**src/hw/rtl/sfr_pkg.sv**
```systemverilog
// Shared types and constants for the stream find-and-replace block.
`default_nettype none

package sfr_pkg;

   // Configuration port.
   localparam int CFG_DATA_W = 64;
   localparam int CFG_IDX_W  = 3;
   localparam int LEN_W      = 5;
   localparam int STR_BITS   = 2 * CFG_DATA_W;

   localparam logic [CFG_IDX_W-1:0] CSR_PATTERN_LENGTH = 3'd0;
   localparam logic [CFG_IDX_W-1:0] CSR_PATTERN_LOW    = 3'd1;
   localparam logic [CFG_IDX_W-1:0] CSR_PATTERN_HIGH   = 3'd2;
   localparam logic [CFG_IDX_W-1:0] CSR_REPLACE_LENGTH = 3'd3;
   localparam logic [CFG_IDX_W-1:0] CSR_REPLACE_LOW    = 3'd4;
   localparam logic [CFG_IDX_W-1:0] CSR_REPLACE_HIGH   = 3'd5;

   // Command queue between the front and the back.
   localparam int Q_DEPTH = 4;
   localparam int Q_AW    = $clog2(Q_DEPTH);
   localparam int Q_CW    = $clog2(Q_DEPTH + 1);

   localparam logic [1:0] CMD_BYTE = 2'd0;
   localparam logic [1:0] CMD_REPL = 2'd1;
   localparam logic [1:0] CMD_END  = 2'd2;

   typedef struct packed {
      logic [1:0] kind;
      logic [7:0] data;
      logic       last;
   } cmd_type;

endpackage

`default_nettype wire

```
**src/hw/rtl/sfr_front.sv**
```systemverilog
// Front end: keeps the pending window, matches it against the pattern and issues commands.
`default_nettype none

module sfr_front
   import sfr_pkg::*;
#(
   parameter int MAX_PATTERN = 16,
   localparam int CW = $clog2(MAX_PATTERN + 1)
) (
   input  wire logic                clock,
   input  wire logic                reset,
   input  wire logic                in_push,
   input  wire logic [7:0]          in_byte,
   input  wire logic                in_last,
   input  wire logic                clear,
   input  wire logic [CW-1:0]       plen,
   input  wire logic [STR_BITS-1:0] pattern,
   input  wire logic                repl_nz,
   input  wire logic                q_full,
   output logic                     busy,
   output logic                     cmd_push,
   output cmd_type                  cmd
);

   logic [7:0]    win_ff [MAX_PATTERN];
   logic [7:0]    win_in [MAX_PATTERN];
   logic [7:0]    cand   [MAX_PATTERN];
   logic [CW-1:0] cnt_ff, cnt_in;
   logic          flush_ff, flush_in;
   logic          all_eq, win_full, hit, miss;
   logic [CW-1:0] step_cnt;

   // The window with the new item written in at the fill position.
   always_comb begin
      all_eq = 1'b1;
      for (int i = 0; i < MAX_PATTERN; i++) begin
         cand[i] = (cnt_ff == CW'(i)) ? in_byte : win_ff[i];
         if (CW'(i) < plen && cand[i] != 8'(pattern >> (8 * i))) begin
            all_eq = 1'b0;
         end
      end
      win_full = (cnt_ff + CW'(1)) == plen;
      hit      = win_full && all_eq;
      miss     = win_full && !all_eq;
      if (hit) begin
         step_cnt = '0;
      end else if (miss) begin
         step_cnt = cnt_ff;
      end else begin
         step_cnt = cnt_ff + CW'(1);
      end
   end

   always_comb begin
      cnt_in   = cnt_ff;
      flush_in = flush_ff;
      win_in   = win_ff;
      cmd_push = 1'b0;
      cmd      = '{kind: CMD_BYTE, data: cand[0], last: 1'b0};
      priority if (clear) begin
         cnt_in = '0;
      end else if (flush_ff) begin
         // Drain the window one item per cycle while the queue is not full, after the last input item.
         if (!q_full) begin
            cmd_push = 1'b1;
            cmd      = '{kind: CMD_BYTE, data: win_ff[0], last: cnt_ff == CW'(1)};
            for (int j = 0; j < MAX_PATTERN - 1; j++) begin
               win_in[j] = win_ff[j + 1];
            end
            cnt_in   = cnt_ff - CW'(1);
            flush_in = cnt_ff != CW'(1);
         end
      end else if (in_push) begin
         for (int j = 0; j < MAX_PATTERN; j++) begin
            win_in[j] = cand[j];
         end
         if (miss) begin
            for (int j = 0; j < MAX_PATTERN - 1; j++) begin
               win_in[j] = cand[j + 1];
            end
         end
         cnt_in = step_cnt;
         if (miss) begin
            cmd_push = 1'b1;
            cmd      = '{kind: CMD_BYTE, data: cand[0], last: 1'b0};
         end else if (hit && repl_nz) begin
            cmd_push = 1'b1;
            cmd      = '{kind: CMD_REPL, data: 8'd0, last: 1'b0};
         end
         if (in_last) begin
            flush_in = step_cnt != '0;
            if (step_cnt == '0) begin
               // Nothing left to flush, so this command closes the stream.
               cmd_push = 1'b1;
               cmd.last = 1'b1;
               if (!miss && !(hit && repl_nz)) begin
                  cmd = '{kind: CMD_END, data: 8'd0, last: 1'b1};
               end
            end
         end
      end
   end

   always_ff @(posedge clock) begin
      if (reset) begin
         cnt_ff   <= '0;
         flush_ff <= 1'b0;
      end else begin
         cnt_ff   <= cnt_in;
         flush_ff <= flush_in;
      end
   end

   always_ff @(posedge clock) begin
      win_ff <= win_in;
   end

   assign busy = flush_ff;

endmodule

`default_nettype wire

```
**src/hw/rtl/sfr_queue.sv**
```systemverilog
// Short command queue that decouples the front end from the back end.
`default_nettype none

module sfr_queue
   import sfr_pkg::*;
(
   input  wire logic    clock,
   input  wire logic    reset,
   input  wire logic    push,
   input  wire cmd_type din,
   input  wire logic    pop,
   output cmd_type      dout,
   output logic         full,
   output logic         empty
);

   cmd_type           mem_ff [Q_DEPTH];
   logic [Q_AW-1:0]   wr_ptr_ff, rd_ptr_ff;
   logic [Q_CW-1:0]   count_ff;
   logic              do_push, do_pop;

   assign full    = count_ff == Q_CW'(Q_DEPTH);
   assign empty   = count_ff == '0;
   assign do_push = push && !full;
   assign do_pop  = pop && !empty;
   assign dout    = mem_ff[rd_ptr_ff];

   always_ff @(posedge clock) begin
      if (reset) begin
         wr_ptr_ff <= '0;
         rd_ptr_ff <= '0;
         count_ff  <= '0;
      end else begin
         if (do_push) begin
            wr_ptr_ff <= wr_ptr_ff + Q_AW'(1);
         end
         if (do_pop) begin
            rd_ptr_ff <= rd_ptr_ff + Q_AW'(1);
         end
         if (do_push && !do_pop) begin
            count_ff <= count_ff + Q_CW'(1);
         end else if (do_pop && !do_push) begin
            count_ff <= count_ff - Q_CW'(1);
         end
      end
   end

   always_ff @(posedge clock) begin
      if (do_push) begin
         mem_ff[wr_ptr_ff] <= din;
      end
   end

endmodule

`default_nettype wire

```
**src/hw/rtl/sfr_back.sv**
```systemverilog
// Back end: expands commands into result items and holds the output register.
`default_nettype none

module sfr_back
   import sfr_pkg::*;
#(
   parameter int MAX_REPLACE = 16,
   localparam int RW = $clog2(MAX_REPLACE + 2)
) (
   input  wire logic                clock,
   input  wire logic                reset,
   input  wire logic                q_empty,
   input  wire cmd_type             head,
   output logic                     q_pop,
   input  wire logic [RW-1:0]       rlen,
   input  wire logic [STR_BITS-1:0] replace,
   input  wire logic                rsp_pop,
   output logic                     rsp_empty,
   output logic [7:0]               rsp_out_byte,
   output logic                     rsp_no_data,
   output logic                     rsp_out_last
);

   logic          valid_ff, valid_in;
   logic [7:0]    byte_ff, byte_in;
   logic          no_data_ff, no_data_in;
   logic          last_ff, last_in;
   logic [RW-1:0] idx_ff, idx_in;
   logic          out_ready, step, rep_done;

   // The output register takes a new item when it is empty or being drained.
   assign out_ready = !valid_ff || rsp_pop;
   assign step      = !q_empty && out_ready;
   assign rep_done  = (idx_ff + RW'(1)) == rlen;

   always_comb begin
      valid_in   = valid_ff && !rsp_pop;
      byte_in    = byte_ff;
      no_data_in = no_data_ff;
      last_in    = last_ff;
      idx_in     = idx_ff;
      q_pop      = 1'b0;
      if (step) begin
         valid_in = 1'b1;
         unique case (head.kind)
            CMD_BYTE: begin
               byte_in    = head.data;
               no_data_in = 1'b0;
               last_in    = head.last;
               q_pop      = 1'b1;
            end
            CMD_REPL: begin
               byte_in    = 8'(replace >> {idx_ff, 3'b000});
               no_data_in = 1'b0;
               last_in    = head.last && rep_done;
               q_pop      = rep_done;
               idx_in     = rep_done ? '0 : idx_ff + RW'(1);
            end
            default: begin
               byte_in    = 8'd0;
               no_data_in = 1'b1;
               last_in    = 1'b1;
               q_pop      = 1'b1;
            end
         endcase
      end
   end

   always_ff @(posedge clock) begin
      if (reset) begin
         valid_ff <= 1'b0;
         idx_ff   <= '0;
      end else begin
         valid_ff <= valid_in;
         idx_ff   <= idx_in;
      end
   end

   always_ff @(posedge clock) begin
      byte_ff    <= byte_in;
      no_data_ff <= no_data_in;
      last_ff    <= last_in;
   end

   assign rsp_empty    = !valid_ff;
   assign rsp_out_byte = byte_ff;
   assign rsp_no_data  = no_data_ff;
   assign rsp_out_last = last_ff;

endmodule

`default_nettype wire

```
**src/hw/rtl/stream_find_replace.sv**
```systemverilog
// Streaming find-and-replace over a byte stream.
//
// Input items are bytes pushed on req_push while req_full is low; req_in_last
// marks the final byte of a stream. Result items appear on the rsp_ ports
// while rsp_empty is low and leave on rsp_pop. Each left-to-right,
// non-overlapping occurrence of the pattern is replaced by the replacement
// string; at the end of a stream the pending window is flushed and the last
// result carries rsp_out_last. A stream that ends with nothing to emit gives
// one item with rsp_no_data set.
// A byte can follow each cycle while req_full is low. A replacement keeps one
// queue entry while its bytes leave in order; the four-entry command queue
// absorbs short bursts and req_full rises once it fills. After a final byte
// the pending window is flushed one item per cycle while the queue has room,
// and req_full stays high. Configuration is written on csr_we; the user must
// write it only while the block is idle, which the block does not enforce.
// Writing the pattern length discards the pending window. Reset restores
// pattern length one, replacement length zero, clears all strings and empties
// the queue. A stalled receiver holds the output item, fills the queue and
// then raises req_full; nothing is dropped.
`default_nettype none

module stream_find_replace
   import sfr_pkg::*;
#(
   parameter int MAX_PATTERN = 16,
   parameter int MAX_REPLACE = 16
) (
   input  wire logic                  clock,
   input  wire logic                  reset,
   input  wire logic                  req_push,
   output logic                       req_full,
   input  wire logic [7:0]            req_in_byte,
   input  wire logic                  req_in_last,
   output logic                       rsp_empty,
   input  wire logic                  rsp_pop,
   output logic [7:0]                 rsp_out_byte,
   output logic                       rsp_no_data,
   output logic                       rsp_out_last,
   input  wire logic                  csr_we,
   input  wire logic [CFG_IDX_W-1:0]  csr_index,
   input  wire logic [CFG_DATA_W-1:0] csr_wdata
);

   localparam int PCW = $clog2(MAX_PATTERN + 1);
   localparam int RCW = $clog2(MAX_REPLACE + 2);

   logic [LEN_W-1:0]      pattern_length_ff;
   logic [CFG_DATA_W-1:0] pattern_low_ff, pattern_high_ff;
   logic [LEN_W-1:0]      replace_length_ff;
   logic [CFG_DATA_W-1:0] replace_low_ff, replace_high_ff;

   logic [LEN_W-1:0] plen_raw;
   logic [PCW-1:0]   plen;
   logic [RCW-1:0]   rlen;
   logic             in_push, front_busy, clear_window;
   logic             q_push, q_pop, q_full, q_empty;
   cmd_type          q_din, q_dout;

   always_ff @(posedge clock) begin
      if (reset) begin
         pattern_length_ff <= LEN_W'(1);
         pattern_low_ff    <= '0;
         pattern_high_ff   <= '0;
         replace_length_ff <= '0;
         replace_low_ff    <= '0;
         replace_high_ff   <= '0;
      end else if (csr_we) begin
         unique case (csr_index)
            CSR_PATTERN_LENGTH: pattern_length_ff <= csr_wdata[LEN_W-1:0];
            CSR_PATTERN_LOW:    pattern_low_ff    <= csr_wdata;
            CSR_PATTERN_HIGH:   pattern_high_ff   <= csr_wdata;
            CSR_REPLACE_LENGTH: replace_length_ff <= csr_wdata[LEN_W-1:0];
            CSR_REPLACE_LOW:    replace_low_ff    <= csr_wdata;
            CSR_REPLACE_HIGH:   replace_high_ff   <= csr_wdata;
            default: begin
            end
         endcase
      end
   end

   // A zero pattern length acts as one; both lengths saturate at the maximum.
   assign plen_raw = (pattern_length_ff == '0) ? LEN_W'(1) : pattern_length_ff;
   assign plen     = (int'(plen_raw) > MAX_PATTERN) ? PCW'(MAX_PATTERN) : PCW'(plen_raw);
   assign rlen     = (int'(replace_length_ff) > MAX_REPLACE) ? RCW'(MAX_REPLACE)
                                                             : RCW'(replace_length_ff);

   assign clear_window = csr_we && csr_index == CSR_PATTERN_LENGTH;
   assign req_full     = front_busy || q_full;
   assign in_push      = req_push && !req_full;

   sfr_front #(
      .MAX_PATTERN (MAX_PATTERN)
   ) u_front (
      .clock    (clock),
      .reset    (reset),
      .in_push  (in_push),
      .in_byte  (req_in_byte),
      .in_last  (req_in_last),
      .clear    (clear_window),
      .plen     (plen),
      .pattern  ({pattern_high_ff, pattern_low_ff}),
      .repl_nz  (rlen != '0),
      .q_full   (q_full),
      .busy     (front_busy),
      .cmd_push (q_push),
      .cmd      (q_din)
   );

   sfr_queue u_queue (
      .clock (clock),
      .reset (reset),
      .push  (q_push),
      .din   (q_din),
      .pop   (q_pop),
      .dout  (q_dout),
      .full  (q_full),
      .empty (q_empty)
   );

   sfr_back #(
      .MAX_REPLACE (MAX_REPLACE)
   ) u_back (
      .clock        (clock),
      .reset        (reset),
      .q_empty      (q_empty),
      .head         (q_dout),
      .q_pop        (q_pop),
      .rlen         (rlen),
      .replace      ({replace_high_ff, replace_low_ff}),
      .rsp_pop      (rsp_pop),
      .rsp_empty    (rsp_empty),
      .rsp_out_byte (rsp_out_byte),
      .rsp_no_data  (rsp_no_data),
      .rsp_out_last (rsp_out_last)
   );

`ifndef ASSERT_OFF
   a_no_overflow: assert property (@(posedge clock) disable iff (reset)
      q_push |-> !q_full)
      else $error("command pushed into a full queue");

   a_no_underflow: assert property (@(posedge clock) disable iff (reset)
      q_pop |-> !q_empty)
      else $error("command popped from an empty queue");

   a_end_marker: assert property (@(posedge clock) disable iff (reset)
      (!rsp_empty && rsp_no_data) |-> (rsp_out_last && rsp_out_byte == 8'd0))
      else $error("end marker item without last flag or with data");

   a_flush_blocks_input: assert property (@(posedge clock) disable iff (reset)
      front_busy |-> !in_push)
      else $error("item accepted while the window is being flushed");
`endif

endmodule

`default_nettype wire

```
**config.mk**
```make
export PLATFORM = sky130hd
export DESIGN_NAME = stream_find_replace
export DESIGN_NICKNAME = d
export VERILOG_FILES = /design/src/hw/rtl/sfr_pkg.sv /design/src/hw/rtl/sfr_front.sv /design/src/hw/rtl/sfr_queue.sv /design/src/hw/rtl/sfr_back.sv /design/src/hw/rtl/stream_find_replace.sv
export SDC_FILE = /design/constraint.sdc
export NUM_CORES = 1
export LEC_CHECK = 0
export CAP_MARGIN = 25
export CORE_MARGIN = 10
export CORE_UTILIZATION = 50
export CTS_CLUSTER_SIZE = 14
export DETAILED_ROUTE_END_ITERATION = 10
export DONT_BUFFER_PORTS = 1
export PLACE_DENSITY = 0.64
export SYNTH_ARGS = -nofsm -noshare
export SYNTH_HDL_FRONTEND = slang
export SYNTH_HIERARCHICAL = 1
export SYNTH_SLANG_ARGS = --single-unit
```
**constraint.sdc**
```tcl
create_clock -name clock -period 9.2 [get_ports clock]
set_input_delay 1.84 -clock clock [delete_from_list [all_inputs] [get_ports clock]]
set_output_delay 1.84 -clock clock [all_outputs]
set_load 0.01 [all_outputs]
```
==> flow_summary.json <==
{
  "status": "finished clean",
  "drive_above_1_share_pct": 7.79,
  "worst_ep_required_time_ps": 9740,
  "synth_simple_gate_area_share_pct": 18.0,
  "ys_async_sr_fraction_pct": 0,
  "final_antenna_net_count": 0,
  "p_leak_nw": 11.1,
  "grt_max_degree": 349,
  "yosys.cell_types.count": 89,
  "dieHeight_um": 251,
  "ys_ff_latch": 469,
  "grt_pass1_vias": 20100,
  "irDropWorstVdd_mv": 0.289,
  "synth_top_family_by_area": "multiplexers",
  "r2r_end": "u_queue/count_ff[2]",
  "io_pins": 93,
  "setup_tns_ps": 0,
  "hold_depth": 2,
  "synth_compound_area_share_pct": 12.4,
  "num-nets-final": 2622,
  "post-route-period-util_pct": 69.7,
  "final_util_pct": 54.1,
  "skew_ps": 14.4,
  "rsz0062_at_grt": "no",
  "worstMarginPinSlew_ps": 1060,
  "crit_path_max_fanout": 11,
  "path_class": "reg2reg",
  "cp_data_arrival_time_ps": 6950,
  "hold_class": "reg2reg",
  "placed_area_sq_um": 26900,
  "gr-total-overflow": 0,
  "rows": 84,
  "wirelength_um": 86700,
  "period_needed_ps": 6410,
  "routabilityCongestion": 0.972,
  "synth_seq_area_share_pct": 41.9,
  "synth_edf_count": 182,
  "wl_per_cell_um": 26.6,
  "power.density_nw_per_um2": 321,
  "r2r_cells": 20,
  "combPwrFrac_pct": 41.0,
  "antenna_found_initial": 2,
  "nFillCells": 4665,
  "cts_inserted_buffers": 51,
  "internal-power_mw": 5.41,
  "syn_inst": 2653,
  "cap_viol_max_count": 0,
  "clock_power_share_pct": 22.3,
  "synthXorXnorAreaFrac_pct": 3.79,
  "first_pass_iters": 6,
  "synth-main-ff-cell": "dfxtp_1",
  "clk_pin_slew_ps": 60,
  "grt_usage_pct": 26.5,
  "syn-num-nets": 2747,
  "cts_buffer_depth": 3,
  "postCtsSetupBuffers": 0,
  "antenna_cells": 0,
  "hpwl_um": 60700,
  "max_slew_margin_pct": 29.3,
  "die_w_um": 251,
  "p_switching_mw": 3.75,
  "holdPathEnd": "replace_high_ff[11]",
  "critPathCaptureType": "register",
  "sw_frac_of_total_pct": 40.9,
  "grt_pass1_wl_um": 129000,
  "h-tree-depth": 2,
  "seq_power_share_pct": 36.7,
  "timing.rr.start": "u_front/cnt_ff[0]",
  "cts-root-buf": "clkbuf_16",
  "core_area_sq_um": 52800,
  "syn_area_per_cell_sq_um": 10.1,
  "synth_mux_area_share_pct": 18.1,
  "final_common_cell": "mux2i_1",
  "vias_per_cell": 6.33,
  "final_area_sq_um": 28500,
  "cts_resized": 0,
  "cts.sinks": 469,
  "vias": 20600,
  "startpoint_type": "register",
  "layout_common_cells": "mux2i_1 (374), nand2b_1 (360), dfxtp_1 (285)",
  "rrSetupSlack_ps": 2790,
  "yosys_warnings": 6,
  "cp-startpoint": "u_front/cnt_ff[0]",
  "drc": 0,
  "hold_viol_final": 0,
  "syn2layout_area_growth_pct": 6.69,
  "numPortBuffers": 0,
  "clk_latency_ps": 620,
  "cts_tree": "done",
  "hp-start": "replace_high_ff[11]",
  "synthAdderAreaFrac_pct": 0.636,
  "drt-initial-drc-count": 2524,
  "maxSlewViolCount": 0,
  "fmax_mhz": 156,
  "hold_buffers": 0,
  "die_area_sq_um": 63200,
  "setup_violations": 0,
  "syn-cell-area_sq_um": 26800,
  "initial_core_util_pct": 50.7
}
## per-layer routing
layer | global-route usage, % | part of all wire [%]
met5 | 0 | 0
met1 | 34.2 | 41
met4 | 15.0 | 6.0
met3 | 3.60 | 6.8
met2 | 42.2 | 46
## through the flow
step / instances / setup slack (ps) / power, mW / hold slack, ps
2_1_floorplan: 2653 / 1160 / 6.13 / 448
3_3_place_gp: 3163 / 3020 / 6.93 / 457
3_5_place_dp: 3163 / 2960 / 7.02 / 464
4_1_cts: 3256 / 3110 / 9.07 / 474
5_1_grt: 3256 / 2640 / 9.57 / 493
6_report: 3256 / 2790 / 9.16 / 473
## area by class of cell
type / count / area, sq um / share of cell area (%)
Timing Repair Buffer: 33 / 248 / 0.868
Clock inverter: 20 / 178 / 0.622
Clock buffer: 73 / 1480 / 5.19
Inverter: 88 / 330 / 1.16
Sequential cell: 469 / 11200 / 39.3
Tap cell: 688 / 861 / 3.02
Multi-Input combinational cell: 1885 / 14200 / 49.9
## critical path, stage by stage, from the launching register on
cell and delay [ps]:
dfxtp_1 440, inv_1 170, ha_1 490, nand4b_1 680, a2111oi_1 730, a221oi_1 160
or4_1 620, nor4_1 420, a41oi_1 250, nor4_2 540, nand2_1 300, o211ai_1 240
a21oi_1 90, inv_1 100, nor2_2 80, ha_1 230, inv_1 70, fa_1 170
xor2_1 70, or3_1 310, a21oi_1 170
## cells by family after synthesis
group	Yosys count
mux	426
simple gates	884
buf+inv	299
compound gates	451
fa+ha+maj	13
xor+xnor	111
flops	469
## worst max path at each step
stage	endpoint	slack, ps	cells past startpoint
floorplan	u_front/win_ff[100]	1160	5
global placement	u_queue/count_ff[2]	3020	18
detailed placement	u_queue/count_ff[2]	2960	18
CTS	u_queue/count_ff[2]	3110	20
global route	u_queue/count_ff[2]	2640	20
finish	u_queue/count_ff[2]	2790	20
## power groups by stage
stage / Sequential, mW / Clock (mW) / Combinational, mW
after floorplan: 3.23 / 0 / 2.90
after global placement: 3.37 / 0 / 3.56
after detailed placement: 3.38 / 0 / 3.64
after CTS: 3.34 / 2.07 / 3.66
after global routing: 3.39 / 2.16 / 4.01
final: 3.36 / 2.04 / 3.75
## flip-flops by register name, indices dropped and copies added (netlist names), named ones only
name,count
u_front/win_ff,128
pattern_high_ff,64
pattern_low_ff,64
replace_high_ff,64
replace_low_ff,64
u_queue/mem_ff,44
u_back/rsp_out_byte,8
pattern_length_ff,5
replace_length_ff,5
u_back/idx_ff,5
u_front/cnt_ff,5
u_queue/count_ff,3
u_queue/rd_ptr_ff,2
u_queue/wr_ptr_ff,2
u_back/rsp_no_data,1
u_back/rsp_out_last,1
u_back/valid_ff,1
u_front/busy,1
## cells in the mapped netlist (15+ instances only)
| master | instances | area share [%] |
|---|---|---|
| a22oi_1 | 22 | 0.62 |
| nand2b_1 | 360 | 8.4 |
| buf_2 | 39 | 0.73 |
| a21oi_1 | 88 | 1.6 |
| buf_4 | 21 | 0.59 |
| dfxtp_1 | 287 | 21 |
| mux2i_1 | 374 | 14 |
| nor2_1 | 161 | 2.3 |
| nor3_1 | 52 | 0.97 |
| nand2_1 | 160 | 2.2 |
| inv_1 | 85 | 1.2 |
| o31ai_1 | 25 | 0.70 |
| o311ai_0 | 31 | 1.0 |
| a2111oi_0 | 15 | 0.49 |
| xnor2_1 | 67 | 2.2 |
| o21ai_0 | 45 | 0.84 |
| xor2_1 | 40 | 1.3 |
| clkbuf_1 | 122 | 1.7 |
| a221o_1 | 47 | 1.8 |
| o21a_1 | 15 | 0.42 |
| o22ai_1 | 38 | 0.89 |
| nor2b_1 | 31 | 0.72 |
| mux4_2 | 37 | 3.1 |
| edfxtp_1 | 182 | 20 |
Note: power is estimated with default switching activity, not from simulation.
